File: src/rtl/lst_pkg.sv
`timescale 1ns / 1ps

package lst_pkg;

  // Default coordinate width and queue depth
  localparam int LST_COORD_BITS  = 12;
  localparam int LST_QUEUE_DEPTH = 2;

  // Item function codes
  localparam logic FUNC_START = 1'b0;
  localparam logic FUNC_STEP  = 1'b1;

  // Width of a packed command between front and back:
  // is_step, x, y, twice major, twice minor, error, pixels left, steep, minor sign
  function automatic int lst_cmd_width(input int coord_bits);
    return 6 * coord_bits + 8;
  endfunction

  // Width of a packed result: x, y, valid, last
  function automatic int lst_res_width(input int coord_bits);
    return 2 * coord_bits + 2;
  endfunction

endpackage

File: src/rtl/lst_fifo.sv
`timescale 1ns / 1ps

module lst_fifo #(
  parameter int WIDTH = 8,
  parameter int DEPTH = 2
) (
  input  logic             clk,
  input  logic             rst,
  input  logic             wr_en,
  input  logic [WIDTH-1:0] wr_data,
  output logic             full,
  input  logic             rd_en,
  output logic [WIDTH-1:0] rd_data,
  output logic             empty
);

  localparam int AW = (DEPTH > 1) ? $clog2(DEPTH) : 1;
  localparam int CW = $clog2(DEPTH + 1);

  logic [WIDTH-1:0] mem [DEPTH];
  logic [AW-1:0]    wr_ptr;
  logic [AW-1:0]    rd_ptr;
  logic [CW-1:0]    count;
  logic             wr_fire;
  logic             rd_fire;

  assign full    = (count == CW'(DEPTH));
  assign empty   = (count == '0);
  assign wr_fire = wr_en && !full;
  assign rd_fire = rd_en && !empty;
  assign rd_data = mem[rd_ptr];

  // Store incoming entry
  always_ff @(posedge clk) begin
    if (wr_fire) begin
      mem[wr_ptr] <= wr_data;
    end
  end

  // Advance pointers and occupancy
  always_ff @(posedge clk) begin
    if (rst) begin
      wr_ptr <= '0;
      rd_ptr <= '0;
      count  <= '0;
    end else begin
      if (wr_fire) begin
        wr_ptr <= (wr_ptr == AW'(DEPTH - 1)) ? '0 : wr_ptr + 1'b1;
      end
      if (rd_fire) begin
        rd_ptr <= (rd_ptr == AW'(DEPTH - 1)) ? '0 : rd_ptr + 1'b1;
      end
      unique case ({wr_fire, rd_fire})
        2'b10:   count <= count + 1'b1;
        2'b01:   count <= count - 1'b1;
        default: count <= count;
      endcase
    end
  end

endmodule

File: src/rtl/lst_front.sv
`timescale 1ns / 1ps

module lst_front import lst_pkg::*; #(
  parameter int COORD_BITS = LST_COORD_BITS
) (
  input  logic                                 func,
  input  logic [COORD_BITS-1:0]                start_x,
  input  logic [COORD_BITS-1:0]                start_y,
  input  logic [COORD_BITS-1:0]                end_x,
  input  logic [COORD_BITS-1:0]                end_y,
  output logic [lst_cmd_width(COORD_BITS)-1:0] cmd
);

  localparam int C  = COORD_BITS;
  localparam int EW = COORD_BITS + 3;

  typedef struct packed {
    logic                 is_step;
    logic [C-1:0]         x;
    logic [C-1:0]         y;
    logic [C:0]           tmaj;
    logic [C:0]           tmin;
    logic signed [EW-1:0] err;
    logic [C-1:0]         left;
    logic                 steep;
    logic                 minor_neg;
  } cmd_t;

  cmd_t         cmd_s;
  logic [C-1:0] adx;
  logic [C-1:0] ady;
  logic         x_major;
  logic         swap;
  logic [C-1:0] bx, by, fx, fy;
  logic [C-1:0] dmaj;
  logic [C-1:0] dmin;

  // Classify the line and set up the walk from the lower end of the major axis
  always_comb begin
    adx     = (start_x > end_x) ? start_x - end_x : end_x - start_x;
    ady     = (start_y > end_y) ? start_y - end_y : end_y - start_y;
    x_major = (ady < adx);
    swap    = x_major ? (start_x > end_x) : (start_y > end_y);
    bx      = swap ? end_x : start_x;
    by      = swap ? end_y : start_y;
    fx      = swap ? start_x : end_x;
    fy      = swap ? start_y : end_y;
    dmaj    = x_major ? adx : ady;
    dmin    = x_major ? ady : adx;

    cmd_s.is_step   = (func == FUNC_STEP);
    cmd_s.x         = bx;
    cmd_s.y         = by;
    cmd_s.tmaj      = {dmaj, 1'b0};
    cmd_s.tmin      = {dmin, 1'b0};
    cmd_s.err       = $signed({2'b00, dmin, 1'b0}) - $signed({3'b000, dmaj});
    cmd_s.left      = dmaj;
    cmd_s.steep     = !x_major;
    cmd_s.minor_neg = x_major ? (fy < by) : (fx < bx);
  end

  assign cmd = cmd_s;

endmodule

File: src/rtl/lst_back.sv
`timescale 1ns / 1ps

module lst_back import lst_pkg::*; #(
  parameter int COORD_BITS = LST_COORD_BITS
) (
  input  logic                                 clk,
  input  logic                                 rst,
  input  logic                                 cmd_empty,
  input  logic [lst_cmd_width(COORD_BITS)-1:0] cmd,
  output logic                                 cmd_pop,
  input  logic                                 res_full,
  output logic                                 res_push,
  output logic [lst_res_width(COORD_BITS)-1:0] res
);

  localparam int C  = COORD_BITS;
  localparam int EW = COORD_BITS + 3;

  typedef struct packed {
    logic                 is_step;
    logic [C-1:0]         x;
    logic [C-1:0]         y;
    logic [C:0]           tmaj;
    logic [C:0]           tmin;
    logic signed [EW-1:0] err;
    logic [C-1:0]         left;
    logic                 steep;
    logic                 minor_neg;
  } cmd_t;

  typedef struct packed {
    logic [C-1:0] x;
    logic [C-1:0] y;
    logic         valid;
    logic         last;
  } res_t;

  cmd_t cmd_s;
  res_t res_s;

  // Line state
  logic [C-1:0]         cur_x, cur_x_next;
  logic [C-1:0]         cur_y, cur_y_next;
  logic signed [EW-1:0] err_term, err_term_next;
  logic [C:0]           twice_major, twice_major_next;
  logic [C:0]           twice_minor, twice_minor_next;
  logic [C-1:0]         pixels_left, pixels_left_next;
  logic                 steep_flag, steep_flag_next;
  logic                 minor_negative, minor_negative_next;

  logic                 go;
  logic                 step_minor;
  logic signed [EW-1:0] err_sub;
  logic [C-1:0]         minor_cur;
  logic [C-1:0]         minor_nxt;
  logic [C-1:0]         major_nxt;

  assign cmd_s    = cmd;
  assign go       = !cmd_empty && !res_full;
  assign cmd_pop  = go;
  assign res_push = go;
  assign res      = res_s;

  // Compute the next pixel and the result for the command at the queue head
  always_comb begin
    cur_x_next          = cur_x;
    cur_y_next          = cur_y;
    err_term_next       = err_term;
    twice_major_next    = twice_major;
    twice_minor_next    = twice_minor;
    pixels_left_next    = pixels_left;
    steep_flag_next     = steep_flag;
    minor_negative_next = minor_negative;

    step_minor = (err_term > 0);
    err_sub    = step_minor ? err_term - $signed({2'b00, twice_major}) : err_term;
    minor_cur  = steep_flag ? cur_x : cur_y;
    minor_nxt  = minor_negative ? minor_cur - 1'b1 : minor_cur + 1'b1;
    major_nxt  = (steep_flag ? cur_y : cur_x) + 1'b1;

    res_s = '0;

    if (!cmd_s.is_step) begin
      // Load a new line, drop any old one
      cur_x_next          = cmd_s.x;
      cur_y_next          = cmd_s.y;
      err_term_next       = cmd_s.err;
      twice_major_next    = cmd_s.tmaj;
      twice_minor_next    = cmd_s.tmin;
      pixels_left_next    = cmd_s.left;
      steep_flag_next     = cmd_s.steep;
      minor_negative_next = cmd_s.minor_neg;
      res_s.x             = cmd_s.x;
      res_s.y             = cmd_s.y;
      res_s.valid         = 1'b1;
      res_s.last          = (cmd_s.left == '0);
    end else if (pixels_left != '0) begin
      // Advance one pixel along the major axis
      err_term_next    = err_sub + $signed({2'b00, twice_minor});
      pixels_left_next = pixels_left - 1'b1;
      if (steep_flag) begin
        cur_y_next = major_nxt;
        cur_x_next = step_minor ? minor_nxt : cur_x;
      end else begin
        cur_x_next = major_nxt;
        cur_y_next = step_minor ? minor_nxt : cur_y;
      end
      res_s.x     = cur_x_next;
      res_s.y     = cur_y_next;
      res_s.valid = 1'b1;
      res_s.last  = (pixels_left == C'(1));
    end
  end

  // Hold or update line state
  always_ff @(posedge clk) begin
    if (rst) begin
      cur_x          <= '0;
      cur_y          <= '0;
      err_term       <= '0;
      twice_major    <= '0;
      twice_minor    <= '0;
      pixels_left    <= '0;
      steep_flag     <= 1'b0;
      minor_negative <= 1'b0;
    end else if (go) begin
      cur_x          <= cur_x_next;
      cur_y          <= cur_y_next;
      err_term       <= err_term_next;
      twice_major    <= twice_major_next;
      twice_minor    <= twice_minor_next;
      pixels_left    <= pixels_left_next;
      steep_flag     <= steep_flag_next;
      minor_negative <= minor_negative_next;
    end
  end

  // Error term stays inside the Bresenham window while a line is active
  a_err_window: assert property (@(posedge clk) disable iff (rst)
    (pixels_left != '0) |->
      (err_term <= $signed({2'b00, twice_minor})) &&
      (err_term > -$signed({2'b00, twice_major})))
    else $error("error term left its window");

  // A step on an active line consumes exactly one pixel
  a_left_dec: assert property (@(posedge clk) disable iff (rst)
    (go && cmd_s.is_step && pixels_left != '0) |=>
      (pixels_left == $past(pixels_left) - 1'b1))
    else $error("pixel count did not drop by one");

  // A step with no active line leaves the state untouched
  a_idle_hold: assert property (@(posedge clk) disable iff (rst)
    (go && cmd_s.is_step && pixels_left == '0) |=>
      ($stable(cur_x) && $stable(cur_y) && $stable(err_term) && pixels_left == '0))
    else $error("state moved on a step without a line");

  // Major axis advances by one on every step of a shallow line
  a_major_inc: assert property (@(posedge clk) disable iff (rst)
    (go && cmd_s.is_step && pixels_left != '0 && !steep_flag) |=>
      (cur_x == $past(cur_x) + 1'b1))
    else $error("x did not advance on a shallow line");

endmodule

File: src/rtl/bresenham_line_stepper_unit.sv
`timescale 1ns / 1ps

// Bresenham line stepper. A start item (func = FUNC_START) loads two endpoints
// and yields the first pixel; every step item (func = FUNC_STEP) yields the
// next pixel, with last_point high on the final one. A step with no active
// line yields a result with point_valid low and all fields zero. Both sides
// look like queues: push/full on the input, empty/pop on the output. The unit
// takes one item per clock and delivers one result per clock as long as the
// results are popped; an item is registered in the command queue and its result
// in the result queue, whose head drives the output ports. Line setup (deltas,
// octant, endpoint order, initial error) is done as the item enters the command
// queue, and the stepper behind it computes the next position and error
// combinationally from the queue head, which sets the one-pixel-per-clock rate.
// Each queue holds QUEUE_DEPTH entries, so full and empty can stall
// independently without losing a transfer.
module bresenham_line_stepper_unit import lst_pkg::*; #(
  parameter int COORD_BITS  = LST_COORD_BITS,
  parameter int QUEUE_DEPTH = LST_QUEUE_DEPTH
) (
  input  logic                  clk,
  input  logic                  rst,
  input  logic                  push,
  output logic                  full,
  input  logic                  func,
  input  logic [COORD_BITS-1:0] start_x,
  input  logic [COORD_BITS-1:0] start_y,
  input  logic [COORD_BITS-1:0] end_x,
  input  logic [COORD_BITS-1:0] end_y,
  output logic                  empty,
  input  logic                  pop,
  output logic [COORD_BITS-1:0] point_x,
  output logic [COORD_BITS-1:0] point_y,
  output logic                  point_valid,
  output logic                  last_point
);

  localparam int CMD_W = lst_cmd_width(COORD_BITS);
  localparam int RES_W = lst_res_width(COORD_BITS);

  typedef struct packed {
    logic [COORD_BITS-1:0] x;
    logic [COORD_BITS-1:0] y;
    logic                  valid;
    logic                  last;
  } res_t;

  logic [CMD_W-1:0] front_cmd;
  logic [CMD_W-1:0] head_cmd;
  logic             cmd_empty;
  logic             cmd_pop;
  logic [RES_W-1:0] back_res;
  logic             res_push;
  logic             res_full;
  logic [RES_W-1:0] head_res;
  res_t             head_res_s;

  // Classify incoming items
  lst_front #(
    .COORD_BITS(COORD_BITS)
  ) u_front (
    .func    (func),
    .start_x (start_x),
    .start_y (start_y),
    .end_x   (end_x),
    .end_y   (end_y),
    .cmd     (front_cmd)
  );

  // Queue classified commands
  lst_fifo #(
    .WIDTH(CMD_W),
    .DEPTH(QUEUE_DEPTH)
  ) u_cmd_q (
    .clk     (clk),
    .rst     (rst),
    .wr_en   (push),
    .wr_data (front_cmd),
    .full    (full),
    .rd_en   (cmd_pop),
    .rd_data (head_cmd),
    .empty   (cmd_empty)
  );

  // Walk the line
  lst_back #(
    .COORD_BITS(COORD_BITS)
  ) u_back (
    .clk       (clk),
    .rst       (rst),
    .cmd_empty (cmd_empty),
    .cmd       (head_cmd),
    .cmd_pop   (cmd_pop),
    .res_full  (res_full),
    .res_push  (res_push),
    .res       (back_res)
  );

  // Queue results for the consumer
  lst_fifo #(
    .WIDTH(RES_W),
    .DEPTH(QUEUE_DEPTH)
  ) u_res_q (
    .clk     (clk),
    .rst     (rst),
    .wr_en   (res_push),
    .wr_data (back_res),
    .full    (res_full),
    .rd_en   (pop),
    .rd_data (head_res),
    .empty   (empty)
  );

  // Drive result ports from the queue head
  assign head_res_s  = head_res;
  assign point_x     = head_res_s.x;
  assign point_y     = head_res_s.y;
  assign point_valid = head_res_s.valid;
  assign last_point  = head_res_s.last;

endmodule

File: config.mk
export PLATFORM = sky130hd
export DESIGN_NAME = bresenham_line_stepper_unit
export DESIGN_NICKNAME = d
export VERILOG_FILES = /design/src/rtl/lst_pkg.sv /design/src/rtl/lst_fifo.sv /design/src/rtl/lst_front.sv /design/src/rtl/lst_back.sv /design/src/rtl/bresenham_line_stepper_unit.sv
export SDC_FILE = /design/constraint.sdc
export NUM_CORES = 1
export LEC_CHECK = 0
export ABC_AREA = 0
export BUFFER_PORTS_ARGS = -buffer_cell sky130_fd_sc_hd__buf_2
export CAP_MARGIN = 30
export CORE_MARGIN = 1
export CORE_UTILIZATION = 25
export DETAILED_ROUTE_END_ITERATION = 6
export RECOVER_POWER = 100
export SETUP_SLACK_MARGIN = 0.2
export SYNTH_ARGS = -nofsm -noshare
export SYNTH_HDL_FRONTEND = slang
export SYNTH_SLANG_ARGS = --single-unit
File: constraint.sdc
create_clock -name clk -period 9.26 [get_ports clk]
set_input_delay 0.463 -clock clk [delete_from_list [all_inputs] [get_ports clk]]
set_output_delay 0.463 -clock clk [all_outputs]
set_load 0.01 [all_outputs]
### Word level (Yosys, flattened, before mapping)

Memories as Yosys holds them, arrays and structs flattened. A register that Yosys moved wholly into a read port is not among the register bits.
Cells that the tools add are included.

* bits in registers: 87
* memory bits (writable): 208
* input port bits: 53
* output and inout port bits: 28
* word-level logic and storage cells: 110
* memories kept: 2

Memories
* u_cmd_q.mem: depth 2, bits a word 78, rd ports 1, clocked after memory_dff 1, wr ports 1, line lst_fifo.sv:20 `logic [WIDTH-1:0] mem [DEPTH];`
* u_res_q.mem: depth 2, bits a word 26, rd ports 1, clocked after memory_dff 1, wr ports 1, line lst_fifo.sv:20

* add/subtract/negate cells: 19
* magnitude comparators: 6
* equal/unequal tests: 8
* multiplexer cells: 42
* bitwise operators: 1
* reductions and logical operators: 18

Operators with widths (number)
* $mux 12: 21
* $mux 26: 2
* $sub 12x12->12: 4
* $mux 15: 3
* $lt 12x12->1: 3
* $add 12x1->12 const B: 2
* $gt 12x12->1: 2
* $sub 12x1->12 const B: 2
* $add 15x14->15: 1
* $gt 15x1->1 const B: 1
* $sub 15x14->15: 1
* $mux 1: 14
* $sub 13x12->14: 1
* $eq 12x1->1 const B: 1
* $logic_not 12->1: 1
* $reduce_bool 12->1: 1
* $eq 2x2->1 const B: 4
* $pmux 2 s2: 2
* $logic_and 1x1->1: 5
* $logic_not 1->1: 5
* $add 1x1->1 const B: 4
* $add 2x1->2 const B: 2
* $eq 2x1->1 const B: 2
* $logic_not 2->1: 2
* 5 further kinds: 8

### Depth between registers and ports, before layout

* depth in word-level cells: 7
* depth in mapped cells: 38
* mapped depth without buffers: 33

### Cells and area by module

Synthesis repeated with hierarchy kept, for this count alone.

* cell total of the unflattened synthesis: 1917
* area, all modules: 18969.4 um2

Modules (own cells, without submodules)
* lst_back: instances 1, cells an instance 894, area each 6548.8 um2, seq. area each 1581.5 um2
* lst_fifo at u_cmd_q: instances 1, cells an instance 275, area each 5973.2 um2, seq. area each 4904.7 um2
* lst_front: instances 1, cells an instance 641, area each 4354.2 um2, seq. area each 0.0 um2
* lst_fifo at u_res_q: instances 1, cells an instance 107, area each 2093.3 um2, seq. area each 1661.6 um2

### Least setup slack after synthesis

Ideal clock, no wire load.

* kind: input-to-reg
* start: input start_x[8]
* end: memory u_cmd_q.mem[0][25] in the netlist's numbering (data pin)
* setup time: 0.140 ns
* arrival: 7.640 ns
* data required time: 9.120 ns
* path slack: 1.481 ns
* stages: 34
* buffers on the path: 5
* cell sequence: inv_1 ha_1 buf_2 and4_1 nand4_1 or4_4 o21a_1 buf_6 or3_1 a31oi_1 o221a_2 o21ai_1 a221o_1 a31oi_1 xor2_1 ha_1 and4_1 or4b_1 and3_1 buf_4 inv_1 clkbuf_1 buf_1 mux2i_1 ha_1 nand2_1 mux2i_1 a211oi_1 nor4_2 a2111oi_2 o31a_2 o211ai_2 or4_1 nand3_1

* longest elaborated chain between the ends: 5
* elaborated cells on any way between the ends: 8

Ends and longest elaborated chain
* start, declared: line bresenham_line_stepper_unit.sv:25 `input logic [COORD_BITS-1:0] start_x,`
* $sub 12x12->12 or $gt 12x12->1 (tied branches): line lst_front.sv:40 `adx = (start_x > end_x) ? start_x - end_x : end_x - start_x;`
* $mux 12 *: line lst_front.sv:40
* $lt 12x12->1: line lst_front.sv:42 `x_major = (ady < adx);`
* $mux 12 *: line lst_front.sv:49 `dmin = x_major ? ady : adx;`
* net front_cmd[30]: line bresenham_line_stepper_unit.sv:47 `logic [CMD_W-1:0] front_cmd;`
* $sub 13x12->14 *: line lst_front.sv:56 `cmd_s.err = $signed({2'b00, dmin, 1'b0}) - $signed({3'b000, dmaj});`
* net front_cmd[25]: line bresenham_line_stepper_unit.sv:47
* end, declared: line lst_fifo.sv:20

The timed path passes the listed nets; every way through them passes the cells marked *.

### Worst setup path after layout

* start: input start_x[9]
* end: memory u_cmd_q.mem[0][26] in the netlist's numbering (data pin)

* longest elaborated chain between the ends: 5
* elaborated cells on any way between the ends: 8

Ends and longest elaborated chain
* $sub 12x12->12 or $gt 12x12->1 (tied branches): line lst_front.sv:40
* $mux 12 *: line lst_front.sv:40
* $lt 12x12->1: line lst_front.sv:42
* $mux 12 *: line lst_front.sv:48 `dmaj = x_major ? adx : ady;`
* net front_cmd[48]: line bresenham_line_stepper_unit.sv:47
* $sub 13x12->14 *: line lst_front.sv:56
* net front_cmd[26]: line bresenham_line_stepper_unit.sv:47

Marks and branches as above.

==> results_dict.tcl <==
set metrics [dict create \
    gp_congestion 0.870 \
    grt_start_max_net_pins 83 \
    fin_ws_ps 1130 \
    pin_count 81 \
    syn-num-nets 1995 \
    cpLargestDelayFamily "compound AO/OA/AOI/OAI gates" \
    slowest_delay_ps 940 \
    ant_nets 0 \
    rsz0062_at_grt "no" \
    power_leakage_uw 0.00737 \
    cts_buffer_depth 3 \
    p_per_area_mw_per_mm2 372 \
    drt-vias-per-instance 4.91 \
    synth_area_mm2 0.0170 \
    die_area_mm2 0.0692 \
    hpwlAfterDp_mm 34.0 \
    syn_inst 1830 \
    arrival_ps 8410 \
    nFillCells 7030 \
    tritoncts "done" \
    firstDrtPassIters 5 \
    wire_per_inst_um 16.6 \
    drc 0 \
    grt_pass1_wl_mm 73.5 \
    grtUsageTotal 0.130 \
    row_count 95 \
    post-route-period-util 0.878 \
    crit_buf_inv 5 \
    seq_area_frac_synth 0.419 \
    routed_wl_mm 46.0 \
    first_global_vias 13300 \
    cts_root_buf "clkbuf_16" \
    outcome "complete, but fails checks" \
    io_buffers 80 \
    drv_cap 7 \
    setup_viol 0 \
    layout_commonest_cell "nor2_1" \
    overflow 0 \
    hold_viol 0 \
    pre_cts_slack_ps 1130 \
    slew_headroom -1.64 \
    clock-sinks 267 \
    path_max_fanout 31 \
    p_total_uw 7200 \
    fin_skew_ps 13.2 \
    max_freq_ghz 0.123 \
    clk_latency_ps 560 \
    syn_avg_cell_area_um2 9.31 \
    antenna_found_initial 0 \
    vdd_drop_max_mv 0.207 \
    tightestPinTransition_ps 3960 \
    vias 13600 \
    yosys_warnings 0 \
    dr.first_iter.drc_count 851 \
    final_cell_mix "nor2_1 (197), edfxtp_1 (180), nand2_1 (164)" \
    synth-main-ff-cell "edfxtp_1" \
    finalNetCount 2035 \
    core_region_area_mm2 0.0673 \
    cp-start-kind "primary input" \
    tns_ps 0 \
    cpMaxStageDelayCell "clkbuf_1" \
    die_w_um 263 \
    drive_gt1_frac 0.106 \
    synth.ff_latch_count 267 \
    end_kind "flop" \
    cts_resized 0 \
    path_clk_slew_ps 60 \
    cts_hold_buf 0 \
    h-tree-depth 1 \
    crit_type "in2reg" \
    post_cts_buffers 0 \
    initial_utilization 0.253 \
    drv_slew 350 \
    hold_path_class "in2reg" \
    cts_buffers 30 \
    layout_min_cycle_time_ps 8130 \
    ys_async_sr_fraction 0 \
    area_delta_synth_final_pct 13.7 \
    synth_edf_count 180 \
    ys_types 83 \
    critPathRequiredTime_ps 9540 \
    fp.dieH_um 263 \
    violations "max-capacitance violations, max-slew violations" \
]
==> registers in the layout, summed over array words and instances, names as in the netlist, named ones only <==
name,count
u_back.cur_x,12
u_back.cur_y,12
u_back.err_term,15
u_back.minor_negative,1
u_back.pixels_left,12
u_back.steep_flag,1
u_back.twice_major,12
u_back.twice_minor,12
u_cmd_q.count,2
u_cmd_q.mem,128
u_cmd_q.rd_ptr,1
u_cmd_q.wr_ptr,1
u_res_q.count,2
u_res_q.mem,52
u_res_q.rd_ptr,1
u_res_q.wr_ptr,1
==> report_power, final <==
part / total [uW] / internal [uW] / switching [uW]
clock network: 1270 / 788 / 486
logic: 3760 / 1410 / 2350
registers: 2170 / 1930 / 236
total: 7200 / 4130 / 3070
==> synthesized netlist by cell type (10+ instances only) <==
cell	number	area, um2
buf_1	14	52.6
o21bai_1	19	143
o211ai_1	12	90.1
o21ai_0	126	631
a211oi_1	44	330
a21oi_1	122	611
ha_1	104	1300
and2_1	13	81.3
nor4_1	12	75.1
inv_1	117	439
a21o_1	25	188
nand3_1	49	245
xor2_1	21	184
or3_1	13	81.3
xnor2_1	54	473
nand2_1	165	619
o21a_1	17	128
nor2b_1	15	93.8
nor2_1	201	754
o31ai_1	10	75.1
nor3_1	50	250
o311ai_0	11	96.3
dfxtp_1	87	1740
mux2i_1	66	661
mux2_2	57	642
edfxtp_1	180	5410
a31oi_1	13	81.3
clkbuf_1	68	255
==> stage by stage <==
stage | std cells | hold WS, ps | utilization | area (um2)
2_1_floorplan | 1830 | 432 | - | 17000
3_3_place_gp | 2708 | 445 | 0.273 | 18400
3_5_place_dp | 2709 | 451 | 0.273 | 18400
4_1_cts | 2765 | 87.2 | 0.290 | 19500
5_1_grt | 2767 | 139 | 0.288 | 19400
6_report | 2769 | 142 | 0.288 | 19400
==> layout make-up <==
cell class,instances,area (um2),share of cell area
antenna,2,5.00,0.000258
clock buffer,40,891,0.0460
clock inverter,16,206,0.0107
inverter,118,443,0.0229
multi-input combinational,1350,9090,0.469
sequential,267,7150,0.369
tap,873,1090,0.0564
timing repair buffer,103,493,0.0255
==> cell families after synthesis <==
logic type      count (synthesis)  synth area share
fa+ha+maj                     113            0.0864
compound gates                471             0.179
simple gates                  567             0.150
xor+xnor                       75            0.0386
flops                         267             0.419
mux                           124            0.0778
buf+inv                       213            0.0489
==> routing by layer <==
| layer | wire length, um | track usage | vias up |
|---|---|---|---|
| li1 | - | - | 6689 |
| met1 | 22100 | 0.183 | 6504 |
| met2 | 21100 | 0.213 | 358 |
| met3 | 1980 | 0.0118 | 47 |
| met4 | 820 | 0.0349 | 0 |
| met5 | 0 | 0 | - |
==> worst paths after layout <==
kind / start / end / slack (ps) / cells after the start
worst max-delay path: start_x[9] / u_cmd_q.mem[0][26] / 1130 / 28
worst min-delay path: func / u_cmd_q.mem[1][77] / 140 / 1
worst max register to register: flop / u_back.cur_y[9] / 1990 / 8
worst min register to register: u_back.pixels_left[1] / u_back.pixels_left[1] / 460 / 2
(Power assumes the default switching activity.)
